--- src/hw/rtl/ccp_pkg.sv ---
// ----------------------------------------------------------------------------
// ccp_pkg
// Types, constants and per-byte update functions for the control command
// parser: token matching, decimal accumulation and result classification.
// ----------------------------------------------------------------------------
package ccp_pkg;

   // message length bound and the width of the saturating byte counter
   localparam int MAX_MESSAGE_BYTES = 256;
   localparam int MSG_CNT_W         = $clog2(MAX_MESSAGE_BYTES + 2);
   localparam logic [MSG_CNT_W-1:0] MSG_LIMIT = MSG_CNT_W'(MAX_MESSAGE_BYTES);

   // field widths
   localparam int KIND_W = 3;
   localparam int MCC_W  = 10;
   localparam int MNC_W  = 10;
   localparam int TAC_W  = 24;
   localparam int CELL_W = 36;
   localparam int IMSI_W = 50;
   localparam int ACC_W  = IMSI_W;
   localparam int MUL_W  = ACC_W + 4;

   // token length counter saturates just past the longest keyword
   localparam int CHR_W = 4;
   localparam logic [CHR_W-1:0] CHR_SAT = CHR_W'(9);

   // result kinds
   localparam logic [KIND_W-1:0] KIND_CELL_ID       = 3'd0;
   localparam logic [KIND_W-1:0] KIND_IMSI          = 3'd1;
   localparam logic [KIND_W-1:0] KIND_BAD_CID       = 3'd2;
   localparam logic [KIND_W-1:0] KIND_BAD_IMSI      = 3'd3;
   localparam logic [KIND_W-1:0] KIND_UNKNOWN_IDENT = 3'd4;
   localparam logic [KIND_W-1:0] KIND_NO_IDENT      = 3'd5;
   localparam logic [KIND_W-1:0] KIND_UNKNOWN_CMD   = 3'd6;
   localparam logic [KIND_W-1:0] KIND_OVERFLOW      = 3'd7;

   // characters
   localparam logic [7:0] CH_SLASH = 8'h2F;
   localparam logic [7:0] CH_COMMA = 8'h2C;
   localparam logic [7:0] CH_CR    = 8'h0D;
   localparam logic [7:0] CH_LF    = 8'h0A;
   localparam logic [7:0] CH_N     = 8'h4E;
   localparam logic [7:0] CH_ZERO  = 8'h30;
   localparam logic [7:0] CH_NINE  = 8'h39;

   // numeric field limits
   localparam logic [ACC_W-1:0] MAX_3DIGIT = ACC_W'(999);
   localparam logic [ACC_W-1:0] MAX_TAC    = ACC_W'(64'd16777215);
   localparam logic [ACC_W-1:0] MAX_CELL   = ACC_W'(64'd68719476735);
   localparam logic [ACC_W-1:0] MAX_IMSI   = ACC_W'(64'd999999999999999);

   // token indexes
   localparam logic [2:0] TOK_CMD   = 3'd0;
   localparam logic [2:0] TOK_SUB   = 3'd1;
   localparam logic [2:0] TOK_F0    = 3'd2;
   localparam logic [2:0] TOK_F2    = 3'd4;
   localparam logic [2:0] TOK_F3    = 3'd5;
   localparam logic [2:0] TOK_SAT   = 3'd7;

   // parser state
   typedef struct packed {
      logic                 in_msg;
      logic                 pending_cr;
      logic [2:0]           tok;
      logic [CHR_W-1:0]     chr;
      logic [MSG_CNT_W-1:0] bytes;
      logic                 m_cid;
      logic                 m_ident;
      logic                 m_imsi;
      logic                 m_n;
      logic                 nums_ok;
      logic                 digits_done;
      logic [ACC_W-1:0]     acc;
      logic                 acc_big;
      logic                 num_ok;
      logic [IMSI_W-1:0]    held0;
      logic [MNC_W-1:0]     held1;
      logic [TAC_W-1:0]     held2;
      logic [CELL_W-1:0]    held3;
   } parse_state_type;

   // one result item
   typedef struct packed {
      logic [KIND_W-1:0] kind;
      logic              is_nr;
      logic [MCC_W-1:0]  country_code;
      logic [MNC_W-1:0]  network_code;
      logic [TAC_W-1:0]  area_code;
      logic [CELL_W-1:0] cell_number;
      logic [IMSI_W-1:0] subscriber_id;
   } result_type;

   localparam parse_state_type PARSE_RESET = '{
      in_msg: 1'b0, pending_cr: 1'b0, tok: '0, chr: '0, bytes: '0,
      m_cid: 1'b0, m_ident: 1'b0, m_imsi: 1'b0, m_n: 1'b0,
      nums_ok: 1'b0, digits_done: 1'b0, acc: '0, acc_big: 1'b0,
      num_ok: 1'b1, held0: '0, held1: '0, held2: '0, held3: '0};

   // keyword letters
   function automatic logic [7:0] cid_char(input logic [1:0] idx);
      logic [7:0] r;
      case (idx)
         2'd0:    r = 8'h43; // C
         2'd1:    r = 8'h49; // I
         2'd2:    r = 8'h44; // D
         default: r = 8'h00;
      endcase
      return r;
   endfunction

   function automatic logic [7:0] ident_char(input logic [2:0] idx);
      logic [7:0] r;
      case (idx)
         3'd0:    r = 8'h49; // I
         3'd1:    r = 8'h44; // D
         3'd2:    r = 8'h45; // E
         3'd3:    r = 8'h4E; // N
         3'd4:    r = 8'h54; // T
         3'd5:    r = 8'h49; // I
         3'd6:    r = 8'h54; // T
         3'd7:    r = 8'h59; // Y
         default: r = 8'h00;
      endcase
      return r;
   endfunction

   function automatic logic [7:0] imsi_char(input logic [1:0] idx);
      logic [7:0] r;
      case (idx)
         2'd0:    r = 8'h49; // I
         2'd1:    r = 8'h4D; // M
         2'd2:    r = 8'h53; // S
         2'd3:    r = 8'h49; // I
         default: r = 8'h00;
      endcase
      return r;
   endfunction

   // clear per-token state
   function automatic parse_state_type start_token(input parse_state_type s);
      parse_state_type r;
      r             = s;
      r.chr         = '0;
      r.acc         = '0;
      r.acc_big     = 1'b0;
      r.num_ok      = 1'b1;
      r.digits_done = 1'b0;
      return r;
   endfunction

   // a slash opens a fresh message
   function automatic parse_state_type start_message(input parse_state_type s);
      parse_state_type r;
      r            = s;
      r.in_msg     = 1'b1;
      r.pending_cr = 1'b0;
      r.tok        = '0;
      r.bytes      = '0;
      r.m_cid      = 1'b1;
      r.m_ident    = 1'b1;
      r.m_imsi     = 1'b1;
      r.m_n        = 1'b1;
      r.nums_ok    = 1'b1;
      r.held0      = '0;
      r.held1      = '0;
      r.held2      = '0;
      r.held3      = '0;
      return start_token(r);
   endfunction

   // length checks of a finished token, store numeric fields
   function automatic parse_state_type end_token(input parse_state_type s);
      parse_state_type  r;
      logic [ACC_W-1:0] limit;
      logic             ok;
      r = s;
      if (s.m_cid) begin
         if (s.tok == TOK_F2)      limit = MAX_TAC;
         else if (s.tok == TOK_F3) limit = MAX_CELL;
         else                      limit = MAX_3DIGIT;
      end else begin
         limit = MAX_IMSI;
      end
      ok = s.num_ok && (s.chr != '0) && !s.acc_big && (s.acc <= limit);
      if (s.tok == TOK_CMD) begin
         if (s.chr != CHR_W'(3)) r.m_cid   = 1'b0;
         if (s.chr != CHR_W'(8)) r.m_ident = 1'b0;
      end else if (s.tok == TOK_SUB) begin
         if (s.chr != CHR_W'(4)) r.m_imsi = 1'b0;
         if (s.chr != CHR_W'(1)) r.m_n    = 1'b0;
      end else if (s.tok inside {[TOK_F0:TOK_F3]}) begin
         if (!ok) begin
            r.nums_ok = 1'b0;
         end else begin
            case (s.tok - TOK_F0)
               3'd0:    r.held0 = s.acc;
               3'd1:    r.held1 = s.acc[MNC_W-1:0];
               3'd2:    r.held2 = s.acc[TAC_W-1:0];
               default: r.held3 = s.acc[CELL_W-1:0];
            endcase
         end
      end
      return r;
   endfunction

   // one byte of message content
   function automatic parse_state_type content_byte(input parse_state_type s,
                                                    input logic [7:0] c);
      parse_state_type  r;
      logic [MUL_W-1:0] prod;
      r    = s;
      prod = ({4'b0, s.acc} << 3) + ({4'b0, s.acc} << 1)
           + MUL_W'(c - CH_ZERO);
      if (s.bytes <= MSG_LIMIT) r.bytes = s.bytes + 1'b1;
      if (r.bytes <= MSG_LIMIT) begin
         if (c == CH_COMMA) begin
            r = end_token(r);
            if (r.tok != TOK_SAT) r.tok = r.tok + 1'b1;
            r = start_token(r);
         end else begin
            if (s.tok == TOK_CMD) begin
               if (s.chr >= CHR_W'(3) || c != cid_char(s.chr[1:0]))
                  r.m_cid = 1'b0;
               if (s.chr >= CHR_W'(8) || c != ident_char(s.chr[2:0]))
                  r.m_ident = 1'b0;
            end else if (s.tok == TOK_SUB) begin
               if (s.chr >= CHR_W'(4) || c != imsi_char(s.chr[1:0]))
                  r.m_imsi = 1'b0;
               if (s.chr != '0 || c != CH_N) r.m_n = 1'b0;
            end else if (s.tok <= TOK_F3) begin
               if (!s.digits_done && s.num_ok) begin
                  if (c >= CH_ZERO && c <= CH_NINE) begin
                     // anything beyond the largest limit stays out of range
                     if (!s.acc_big) begin
                        if (prod > {4'b0, MAX_IMSI}) r.acc_big = 1'b1;
                        else                         r.acc     = prod[ACC_W-1:0];
                     end
                  end else if (s.chr == '0) begin
                     r.num_ok = 1'b0;
                  end else begin
                     r.digits_done = 1'b1;
                  end
               end
            end
            if (s.chr != CHR_SAT) r.chr = s.chr + 1'b1;
         end
      end
      return r;
   endfunction

endpackage

--- src/hw/rtl/control_command_parser.sv ---
// ----------------------------------------------------------------------------
// control_command_parser
// Byte-serial parser for slash-framed control messages ending in CR LF.
// Recognizes cell identity and IMSI messages and reports one result each.
// ----------------------------------------------------------------------------
//
//   channel   direction   handshake               payload
//   req_      in          req_valid / req_stall   req_rx_byte
//   rsp_      out         rsp_valid / rsp_stall   rsp_kind, rsp_is_nr, codes, ids
//
// One byte is taken every cycle while req_stall is low; all parsing for a byte is done in one pass
// between the parser state registers and the result register.
// A result appears on rsp_ in the cycle after the LF that closes its message is taken.
// req_stall is high only while a result is held and rsp_stall is high.
// Synchronous active-high reset puts the parser in slash hunting and clears
// the valid flag of the result register.
//
module control_command_parser (
   input  logic                          clock,
   input  logic                          reset,
   input  logic                          req_valid,
   output logic                          req_stall,
   input  logic [7:0]                    req_rx_byte,
   output logic                          rsp_valid,
   input  logic                          rsp_stall,
   output logic [ccp_pkg::KIND_W-1:0]    rsp_kind,
   output logic                          rsp_is_nr,
   output logic [ccp_pkg::MCC_W-1:0]     rsp_country_code,
   output logic [ccp_pkg::MNC_W-1:0]     rsp_network_code,
   output logic [ccp_pkg::TAC_W-1:0]     rsp_area_code,
   output logic [ccp_pkg::CELL_W-1:0]    rsp_cell_number,
   output logic [ccp_pkg::IMSI_W-1:0]    rsp_subscriber_id
);
   import ccp_pkg::*;

   parse_state_type st_ff, st_in;
   result_type      res_ff, res_in;
   logic            rsp_valid_ff, rsp_valid_in;
   logic            res_hit;
   logic            accept;
   logic            load_rsp;

   // handshake
   assign req_stall = rsp_valid_ff && rsp_stall;
   assign accept    = req_valid && !req_stall;
   assign load_rsp  = !rsp_valid_ff || !rsp_stall;

   // per-byte parse step
   always_comb begin
      parse_state_type s;
      logic            fin;
      logic [3:0]      cnt;
      s       = st_ff;
      fin     = 1'b0;
      cnt     = '0;
      res_hit = 1'b0;
      res_in  = '0;
      if (!st_ff.in_msg) begin
         if (req_rx_byte == CH_SLASH) s = start_message(st_ff);
      end else begin
         // a held CR counts as content unless LF follows
         if (s.pending_cr) begin
            if (req_rx_byte == CH_LF) begin
               fin = 1'b1;
            end else begin
               s.pending_cr = 1'b0;
               s = content_byte(s, CH_CR);
            end
         end
         if (fin) begin
            s.in_msg     = 1'b0;
            s.pending_cr = 1'b0;
            if (s.bytes > MSG_LIMIT) begin
               res_hit     = 1'b1;
               res_in.kind = KIND_OVERFLOW;
            end else begin
               cnt = {1'b0, s.tok};
               if (s.chr != '0) begin
                  s   = end_token(s);
                  cnt = cnt + 1'b1;
               end
               if (cnt != '0) begin
                  res_hit = 1'b1;
                  if (s.m_cid) begin
                     if (cnt == 4'd6 && s.nums_ok) begin
                        res_in.kind         = KIND_CELL_ID;
                        res_in.is_nr        = s.m_n;
                        res_in.country_code = s.held0[MCC_W-1:0];
                        res_in.network_code = s.held1;
                        res_in.area_code    = s.held2;
                        res_in.cell_number  = s.held3;
                     end else begin
                        res_in.kind = KIND_BAD_CID;
                     end
                  end else if (s.m_ident) begin
                     if (cnt <= 4'd1) begin
                        res_in.kind = KIND_NO_IDENT;
                     end else if (!s.m_imsi) begin
                        res_in.kind = KIND_UNKNOWN_IDENT;
                     end else if (cnt != 4'd3 || !s.nums_ok) begin
                        res_in.kind = KIND_BAD_IMSI;
                     end else begin
                        res_in.kind          = KIND_IMSI;
                        res_in.subscriber_id = s.held0;
                     end
                  end else begin
                     res_in.kind = KIND_UNKNOWN_CMD;
                  end
               end
            end
         end else if (req_rx_byte == CH_CR) begin
            s.pending_cr = 1'b1;
         end else begin
            s = content_byte(s, req_rx_byte);
         end
      end
      st_in = s;
   end

   assign rsp_valid_in = accept && res_hit;

   // parser state
   always_ff @(posedge clock) begin
      if (reset) begin
         st_ff <= PARSE_RESET;
      end else if (accept) begin
         st_ff <= st_in;
      end
   end

   // result register
   always_ff @(posedge clock) begin
      if (reset) begin
         rsp_valid_ff <= 1'b0;
      end else if (load_rsp) begin
         rsp_valid_ff <= rsp_valid_in;
      end
   end

   always_ff @(posedge clock) begin
      if (load_rsp && rsp_valid_in) begin
         res_ff <= res_in;
      end
   end

   assign rsp_valid         = rsp_valid_ff;
   assign rsp_kind          = res_ff.kind;
   assign rsp_is_nr         = res_ff.is_nr;
   assign rsp_country_code  = res_ff.country_code;
   assign rsp_network_code  = res_ff.network_code;
   assign rsp_area_code     = res_ff.area_code;
   assign rsp_cell_number   = res_ff.cell_number;
   assign rsp_subscriber_id = res_ff.subscriber_id;

endmodule

--- config.mk ---
export PLATFORM = sky130hd
export DESIGN_NAME = control_command_parser
export DESIGN_NICKNAME = d
export VERILOG_FILES = /design/src/hw/rtl/ccp_pkg.sv /design/src/hw/rtl/control_command_parser.sv
export SDC_FILE = /design/constraint.sdc
export NUM_CORES = 1
export LEC_CHECK = 0
export BUFFER_PORTS_ARGS = -buffer_cell sky130_fd_sc_hd__buf_2
export CORE_ASPECT_RATIO = 1.75
export CORE_MARGIN = 3
export CORE_UTILIZATION = 50
export DETAILED_ROUTE_END_ITERATION = 10
export PLACE_DENSITY_LB_ADDON = 0.08
export SETUP_SLACK_MARGIN = 0.02
export SYNTH_ARGS = -nofsm -noshare
export SYNTH_HDL_FRONTEND = slang
export SYNTH_SLANG_ARGS = --single-unit
--- constraint.sdc ---
create_clock -name clock -period 22.3 [get_ports clock]
set_input_delay 4.46 -clock clock [delete_from_list [all_inputs] [get_ports clock]]
set_output_delay 4.46 -clock clock [all_outputs]
set_load 0.02 [all_outputs]
== After elaboration in Yosys (flattened, before gate mapping) ==
Memory sizes are Yosys's and may differ from the RTL's. A register that Yosys moved wholly into a read port is not among the register bits.
Cells that the tools add are included.

* Register bits after elaboration: 331
* Memory bits (read-only): 80
* Bits of input ports: 12
* Logic and storage cells: 318
* Memories kept: 2

* Add/subtract/negate cells: 10
* Order comparisons: 20
* Equality and inequality tests: 32
* Mux-type cells: 175
* Bitwise gates (word level): 7
* Reduce and logical (&&, ||, !) cells: 46

{| class="wikitable"
|+ Memories
! name !! words !! bits a word !! read ports !! clocked after Yosys merged registers in !! wr ports !! line !! RTL
|-
| (no name shown) || 8 || 5 || 1 || 1 || 0 || ccp_pkg.sv:113 || <nowiki>case (idx)</nowiki>
|-
| (no name shown) || 8 || 5 || 1 || 0 || 0 || ccp_pkg.sv:113 ||
|}

{| class="wikitable"
|+ Operators by type and width
! cell !! number
|-
| $mux 196 || 8
|-
| $mux 120 || 9
|-
| $mux 50 || 17
|-
| $mux 195 || 2
|-
| $mux 194 || 2
|-
| $mux 8 || 35
|-
| $mux 53 || 5
|-
| $mux 178 || 1
|-
| $mux 81 || 2
|-
| $mux 134 || 1
|-
| $mux 36 || 3
|-
| $mux 51 || 2
|-
| $le 50x50->1 || 2
|-
| $mux 9 || 8
|-
| $add 53x51->54 || 1
|-
| $add 54x54->54 || 1
|-
| $gt 54x50->1 const B || 1
|-
| $pmux 8 s3 || 2
|-
| $mux 1 || 43
|-
| $pmux 7 s3 || 2
|-
| $mux 4 || 10
|-
| $le 9x9->1 const B || 4
|-
| $mux 3 || 11
|-
| $mux 24 || 1
|-
| 47 further kinds || 117
|}

== Depth between registers and ports, before layout ==
Gate-level depths: netlist (run 1).

* Depth after elaboration: 46
* Depth in mapped cells: 27
* Depth with buffers taken out: 23

== Least setup slack after synthesis (run 1) ==
Ideal clock, no wire load.

* Kind: input-to-reg
* From: in req_rx_byte[4]
* To: reg res_ff (netlist bit rsp_area_code[0]) (enable)
* Data arrival time: 13.474 ns
* Data required time: 21.671 ns
* Setup slack: 8.197 ns
* Stages: 19
* Path buffers: 4
* Cells stage by stage: clkbuf_1 > inv_1 > ha_1 > or3b_1 > buf_2 > o21a_1 > nand3_1 > nor3_1 > a31o_1 > buf_2 > o21ai_1 > xnor2_1 > ha_1 > and3_1 > buf_4 > a2111oi_2 > a211oi_1 > nor2_1 > nor2_1

* Word-level cells in the longest chain between the ends: 16

{| class="wikitable"
|+ RTL lines
! item !! line !! RTL
|-
| start: declaration || control_command_parser.sv:23 || <nowiki>input logic [7:0] req_rx_byte,</nowiki>
|-
| $eq 8x4->1 * || control_command_parser.sv:63 || <nowiki>if (req_rx_byte == CH_LF) begin</nowiki>
|-
| $mux 195 || control_command_parser.sv:63 ||
|-
| $mux 195 || control_command_parser.sv:62 || <nowiki>if (s.pending_cr) begin</nowiki>
|-
| $mux 196 || control_command_parser.sv:58 || <nowiki>if (!st_ff.in_msg) begin</nowiki>
|-
| $reduce_bool 4->1 || control_command_parser.sv:78 || <nowiki>if (s.chr != '0) begin</nowiki>
|-
| $mux 4 || control_command_parser.sv:78 ||
|-
| $mux 4 || control_command_parser.sv:73 || <nowiki>if (s.bytes > MSG_LIMIT) begin</nowiki>
|-
| $mux 4 || control_command_parser.sv:70 || <nowiki>if (fin) begin</nowiki>
|-
| $mux 4 || control_command_parser.sv:58 ||
|-
| $reduce_bool 4->1 || control_command_parser.sv:82 || <nowiki>if (cnt != '0) begin</nowiki>
|-
| $mux 1 || control_command_parser.sv:82 ||
|-
| $mux 1 || control_command_parser.sv:73 ||
|-
| $mux 1 * || control_command_parser.sv:70 ||
|-
| $mux 1 * || control_command_parser.sv:58 ||
|-
| $logic_and 1x1->1 * || control_command_parser.sv:120 || <nowiki>assign rsp_valid_in = accept && res_hit;</nowiki>
|-
| $logic_and 1x1->1 * || control_command_parser.sv:141 || <nowiki>if (load_rsp && rsp_valid_in) begin</nowiki>
|-
| end signal: assignment || control_command_parser.sv:142 || <nowiki>res_ff <= res_in;</nowiki>
|-
| end: declaration || control_command_parser.sv:37 || <nowiki>result_type res_ff, res_in;</nowiki>
|}

Mark *: on every way between the ends. The rest lies on a longest branch, timed or not. The select of a mux whose other input is x is not followed.
A chain may end at the register's enable or synchronous reset.

== Worst setup path in the final report (run 1) ==
* From: in req_rx_byte[4]
* To: reg st_ff[114] (netlist name)

* Word-level cells in the longest chain between the ends: 22

{| class="wikitable"
|+ RTL lines
! item !! line !! RTL
|-
| $eq 8x4->1 || control_command_parser.sv:63 ||
|-
| $mux 195 || control_command_parser.sv:63 ||
|-
| $mux 195 || control_command_parser.sv:62 ||
|-
| $mux 196 || control_command_parser.sv:58 ||
|-
| $mux 50 || ccp_pkg.sv:177 || <nowiki>if (s.m_cid) begin</nowiki>
|-
| $mux 50 || control_command_parser.sv:78 ||
|-
| $mux 50 || control_command_parser.sv:73 ||
|-
| $mux 50 || control_command_parser.sv:70 ||
|-
| [6 not listed] || n/a ||
|-
| $mux 120 || ccp_pkg.sv:185 || <nowiki>if (s.tok == TOK_CMD) begin</nowiki>
|-
| $mux 178 || control_command_parser.sv:78 ||
|-
| $mux 196 || control_command_parser.sv:73 ||
|-
| $mux 196 || control_command_parser.sv:70 ||
|-
| $mux 196 || control_command_parser.sv:58 ||
|-
| $mux 196 || control_command_parser.sv:73 ||
|-
| $mux 196 || control_command_parser.sv:70 ||
|-
| $mux 196 || control_command_parser.sv:58 ||
|-
| end signal: assignment || control_command_parser.sv:127 || <nowiki>st_ff <= st_in;</nowiki>
|-
| end: declaration || control_command_parser.sv:36 || <nowiki>parse_state_type st_ff, st_in;</nowiki>
|}

Parallel ways exist; a longest one is shown, timed or not. The select of a mux whose other input is x is not followed.

==> results.sh, run 1 <==
export IMPL_hold_viol=0
export IMPL_period_share_pct=49.77
export IMPL_yosysMostFrequentCell="nand2_1"
export IMPL_syn_inst=2259
export IMPL_diodes=0
export IMPL_timing_rr_start="st_ff[179]"
export IMPL_cts_resized=0
export IMPL_htree_levels=2
export IMPL_grt_max_degree=75
export IMPL_grt_usage_pct=29.33
export IMPL_cts_hold_buf=0
export IMPL_synth_edf_count=134
export IMPL_synth_seq_area_share_pct=38.58
export IMPL_drcViolationCount=0
export IMPL_post_drt_wl_per_cell_um=22.68
export IMPL_die_h_um=274.8
export IMPL_cts_buffers=34
export IMPL_rows=97
export IMPL_place_congestion=0.9676
export IMPL_period_needed_ns=11.10
export IMPL_synth_compound_area_share_pct=19.62
export IMPL_ir_worst_vdd_mv=0.05177
export IMPL_postPlaceCellArea_mm2=0.02168
export IMPL_final_cells=2896
export IMPL_final_setup_worst_slack_ns=11.20
export IMPL_cp_arrival_ns=11.57
export IMPL_synth_top_cell_by_area="edfxtp_1"
export IMPL_cts_buffer_depth=3
export IMPL_status="finished, final reports clean"
export IMPL_synthesis_area_mm2=0.02065
export IMPL_tightest_slew_ns=1.037
export IMPL_root_buffer="clkbuf_16"
export IMPL_io_buffers=147
export IMPL_crit_slowest_cell="nor2_4"
export IMPL_yosys_warnings=0
export IMPL_drv_slew=0
export IMPL_die_w_um=159.6
export IMPL_ys_ff_latch=331
export IMPL_grt_pass1_vias=17720
export IMPL_hp_class="register to register"
export IMPL_ioPinCount=148
export IMPL_stdcell_area_mm2=0.02287
export IMPL_required_ns=22.77
export IMPL_start_util_pct=51.09
export IMPL_totalWireLength_um=65680
export IMPL_final_layout_size_suffix_gt1_share_pct=12.67
export IMPL_drt_pass1_iter_count=5
export IMPL_finalClockSkew_ns=0.01741
export IMPL_clk_pin_slew_ns=0.06
export IMPL_pwr_density_cell_mw_per_mm2=56.32
export IMPL_dp_cells=2834
export IMPL_crit_fanout=26
export IMPL_place_hpwl_um=47830
export IMPL_rsz0062_at_grt="false"
export IMPL_maxCapViolCount=0
export IMPL_die_area_mm2=0.04387
export IMPL_power_mw=1.288
export IMPL_end_kind="register"
export IMPL_max_freq_mhz=90.11
export IMPL_tns_ns=0
export IMPL_min_from="st_ff[68]"
export IMPL_drt_iter0_markers=1175
export IMPL_core_mm2=0.04042
export IMPL_syn_area_per_cell_um2=9.141
export IMPL_ys_flop_type="dfxtp_1"
export IMPL_synth_commonest_cells="nand2_1 (365), nor2_1 (201), dfxtp_1 (197)"
export IMPL_synth_area_leaders="edfxtp_1 (19%), dfxtp_1 (19%), ha_1 (7.1%)"
export IMPL_n_fill_cell=3750
export IMPL_cts_sinks=331
export IMPL_whs_ns=0.4621
export IMPL_finalSetupViolations=0
export IMPL_vias=17790
export IMPL_area_growth_syn_to_layout_pct=10.73
export IMPL_relSlewSlack_pct=30.88
export IMPL_finalCoreUtilization_pct=56.58
export IMPL_fin_nets=2504
export IMPL_post_drt_via_cell_ratio=6.144
export IMPL_synth_fa_ha_area_share_pct=11.84
export IMPL_grt_ovfl_total=0
export IMPL_crit_top_cell="a31oi_1"
export IMPL_critical_path_max_stage_delay_ns=0.89
export IMPL_synth_async_reset_ratio_pct=0
export IMPL_synth_top_area_share_pct=19.49
export IMPL_startpoint="req_rx_byte[4]"
export IMPL_syn_nets=2437
export IMPL_critPathLaunchType="input pin"
export IMPL_yosys_area_share_simple_pct=18.43
export IMPL_postRouteAntennaNets=0
export IMPL_p_leak_nw=7.957
export IMPL_path_cells="buf_2 > inv_1 > ha_1 > or3b_1 > o21a_1 > nand2_2 > nor2_1 > a31o_1 > a31oi_1 > nor2b_1 > ha_1 > a21o_1 > a21o_1 > a211o_1 > a31oi_1 > o311ai_0 > o32ai_1 > nand3_1 > a31oi_1 > nand2_2 > or2_1 > nor2_4 > a22o_1"
export IMPL_antenna_found_initial=0
export IMPL_path_class="input pin to register"
export IMPL_synth_top_family_by_area="compound AO/OA/AOI/OAI gates"
export IMPL_synthXorXnorAreaFrac_pct=3.211
export IMPL_grt_pass1_wl_um=101800
export IMPL_yosysUniqueCellTypes=106
export IMPL_place_ws_ns=10.67
export IMPL_cts_tree="done"
export IMPL_synthMuxAreaShare_pct=4.229
export IMPL_clk_latency_ns=0.55
export IMPL_cts_setup_buffers=0
-- logic make-up (layout without fill, tap and decap cells) --
| logic type | after synthesis | after routing |
|---|---|---|
| multiplexers | 86 | 86 |
| AND/OR/NAND/NOR | 827 | 827 |
| buffers and inverters | 196 | 289 |
| AO/OA/AOI/OAI | 579 | 579 |
| XOR/XNOR | 74 | 74 |
| adder cells (fa/ha/maj) | 166 | 166 |
| flip-flops | 331 | 331 |
-- critical path, delay by kind of cell --
family	cells	cell delay, ns
fa+ha+maj	2	0.55
compound gates	11	3.12
buf+inv	2	0.33
simple gates	8	3.09
-- routing by layer --
layer  track usage (%)  part of all wire (%)  routed length [um]
met4             13.58                   5.0                3253
met1             31.94                    38               24790
met5                 0                     0                   0
met2             56.56                    54               35180
met3             3.088                   3.8                2463
-- path summary, 6_finish.rpt --
path	endpoint	slack, ns	cells after the start
max reg2reg	st_ff[114]	14.99	21
max	st_ff[114]	11.20	23
min reg2reg	st_ff[68]	0.46	2
min	st_ff[68]	0.46	2
-- registers in the layout, indices dropped and copies added, names as in the netlist --
name / flops
rsp_is_nr: 1
rsp_area_code: 24
rsp_kind: 3
st_ff: 196
rsp_network_code: 10
rsp_subscriber_id: 50
rsp_valid: 1
rsp_country_code: 10
rsp_cell_number: 36
-- cell type report --
class                   instances  area, um^2  area share (%)
clock buffers                  51        1051           4.596
clock inverters                11       138.9          0.6074
inverters                      51       191.4          0.8372
multi-input cells            1732       11880           51.97
flip-flops and latches        331        7968           34.85
well taps                     544       680.7           2.977
repair buffers                176       953.4           4.170
-- power by group --
part | internal (mW) | leakage, nW | switching (mW)
combinational | 0.0162 | 4.86 | 0.0382
sequential | 0.624 | 2.51 | 0.0000789
clock | 0.353 | 0.585 | 0.255
total | 0.994 | 7.96 | 0.294
-- cells in the final DEF (no fill, tap or decap), types with 49 or more instances in the layout --
master and count:
buf_2 147, nand2_1 364, a22oi_1 55, fa_1 49, dfxtp_1 197, nor2_1 198
mux2i_1 76, inv_1 49, a21oi_1 182, o21ai_0 61, edfxtp_1 134, ha_1 117
No activity file was read; power rests on OpenSTA's default activity.
==> inputs of run 2 (changes only) <==
clock period = 11.21 ns   (was 22.3 ns; I/O delays follow)
==> run 2 against run 1 <==
  * Utilization down 0.12 points
  * Combinational power up 100%
  * Worst hold slack worse by 0.0057 ns
  * Clock power up 86%
  * Wire length up 2.0%
  * Count of clock-buffer cells in the layout up 1
  * Sequential power up 99%
  * Die area unchanged
  * Largest power group unchanged
==> results.sh, run 2 (same netlist as run 1, synthesis figures left out) <==
export IMPL_status="finished, final reports clean"
export IMPL_grt_ovfl_total=0
export IMPL_cp_arrival_ns=9.72
export IMPL_n_fill_cell=3732
export IMPL_max_freq_mhz=107.5
export IMPL_die_area_mm2=0.04387
export IMPL_final_layout_size_suffix_gt1_share_pct=12.60
export IMPL_drt_pass1_iter_count=6
export IMPL_path_class="input pin to register"
export IMPL_cts_buffer_depth=3
export IMPL_most_common_layout_cells="nand2_1 (364), nor2_1 (198), dfxtp_1 (197)"
export IMPL_required_ns=11.63
export IMPL_clk_latency_ns=0.55
export IMPL_critical_path_top_delay_family="compound AO/OA/AOI/OAI gates"
export IMPL_finalSetupViolations=0
export IMPL_cts_sinks=331
export IMPL_postRouteAntennaNets=0
export IMPL_maxCapViolCount=0
export IMPL_ir_worst_vdd_mv=0.1179
export IMPL_drv_slew=0
export IMPL_cts_resized=0
export IMPL_tightest_slew_ns=1.086
export IMPL_fin_nets=2509
export IMPL_crit_slowest_cell="and4b_1"
export IMPL_cts_setup_buffers=0
export IMPL_period_needed_ns=9.302
export IMPL_crit_fanout=24
export IMPL_ioPinCount=148
export IMPL_grt_pass1_vias=17860
export IMPL_route_met2_wl_um=34960
export IMPL_period_share_pct=82.98
export IMPL_pwr_density_cell_mw_per_mm2=108.8
export IMPL_place_congestion=1.027
export IMPL_area_growth_syn_to_layout_pct=10.50
export IMPL_rsz0062_at_grt="false"
export IMPL_start_util_pct=51.09
export IMPL_clk_pin_slew_ns=0.06
export IMPL_die_h_um=274.8
export IMPL_power_mw=2.483
export IMPL_htree_levels=2
export IMPL_die_w_um=159.6
export IMPL_hp_class="register to register"
export IMPL_diodes=0
export IMPL_multiInputGateArea_mm2=0.01189
export IMPL_cts_buffers=34
export IMPL_critical_path_max_stage_delay_ns=1.01
export IMPL_core_mm2=0.04042
export IMPL_totalWireLength_um=66980
export IMPL_register_area_mm2=0.007968
export IMPL_critPathLaunchType="input pin"
export IMPL_io_buffers=147
export IMPL_path_buf_inv=4
export IMPL_finalClockSkew_ns=0.03114
export IMPL_grt_pass1_wl_um=103500
export IMPL_routedLengthMet1_um=24760
export IMPL_rrSetupSlack_ns=3.40
export IMPL_rows=97
export IMPL_root_buffer="clkbuf_16"
export IMPL_cts_hold_buf=0
export IMPL_vias=17890
export IMPL_drt_iter0_markers=1353
export IMPL_grt_usage_pct=29.86
export IMPL_wl_met3_um=3198
export IMPL_relSlewSlack_pct=25.72
export IMPL_drcViolationCount=0
export IMPL_post_drt_via_cell_ratio=6.168
export IMPL_end_kind="register"
export IMPL_cts_tree="done"
export IMPL_largest_reg_flops=196
export IMPL_highest_layer="met4"
export IMPL_crit_top_cell="a31oi_1"
export IMPL_p_leak_nw=7.937
export IMPL_hold_viol=0
export IMPL_post_drt_wl_per_cell_um=23.09
export IMPL_largest_register="st_ff"
export IMPL_tns_ns=0
export IMPL_grt_max_degree=74
export IMPL_antenna_found_initial=0
export IMPL_final_common_cell="nand2_1"
export IMPL_place_hpwl_um=49200
run 2: final timing paths:
check,from,end,cells after the start
max,req_rx_byte[4],st_ff[43],25
min,st_ff[68],st_ff[68],2
max reg2reg,st_ff[178],st_ff[43],24
min reg2reg,st_ff[68],st_ff[68],2
run 2: through the flow:
| stage | setup WS, ns | util (%) | hold WS (ns) | instances | area, um^2 |
|---|---|---|---|---|---|
| after floorplan | 1.573 | - | 0.4291 | 2259 | 20660 |
| after global placement | 1.521 | 53.77 | 0.4398 | 2839 | 21730 |
| after detailed placement | 1.466 | 53.77 | 0.4446 | 2839 | 21730 |
| after CTS | 2.007 | 56.46 | 0.4535 | 2901 | 22820 |
| after global routing | 1.548 | 56.46 | 0.4764 | 2901 | 22820 |
| final | 1.908 | 56.46 | 0.4564 | 2901 | 22820 |
run 2: worst min-delay path, cell delays in order, from the launching register on:
cell	delay, ns
dfxtp_1	0.31
inv_1	0.05
o22ai_1	0.05
run 2: layer usage:
layer,GRT usage [%],vias to the layer above
li1,-,8378
met1,32.81,8637
met2,55.98,644
met3,3.405,233
met4,16.02,0
met5,0,-
run 2: final cells by class:
class	count	area share, %
inverters	51	0.8390
multi-input cells	1732	52.10
flip-flops and latches	331	34.92
well taps	544	2.983
repair buffers	181	4.398
clock buffers	52	4.381
clock inverters	10	0.3784
run 2: power breakdown:
| part | total, mW | leakage (nW) | internal, mW | switching (mW) |
|---|---|---|---|---|
| combinational | 0.110 | 4.90 | 0.0332 | 0.0766 |
| sequential | 1.24 | 2.51 | 1.24 | 0.000158 |
| clock | 1.13 | 0.532 | 0.624 | 0.507 |
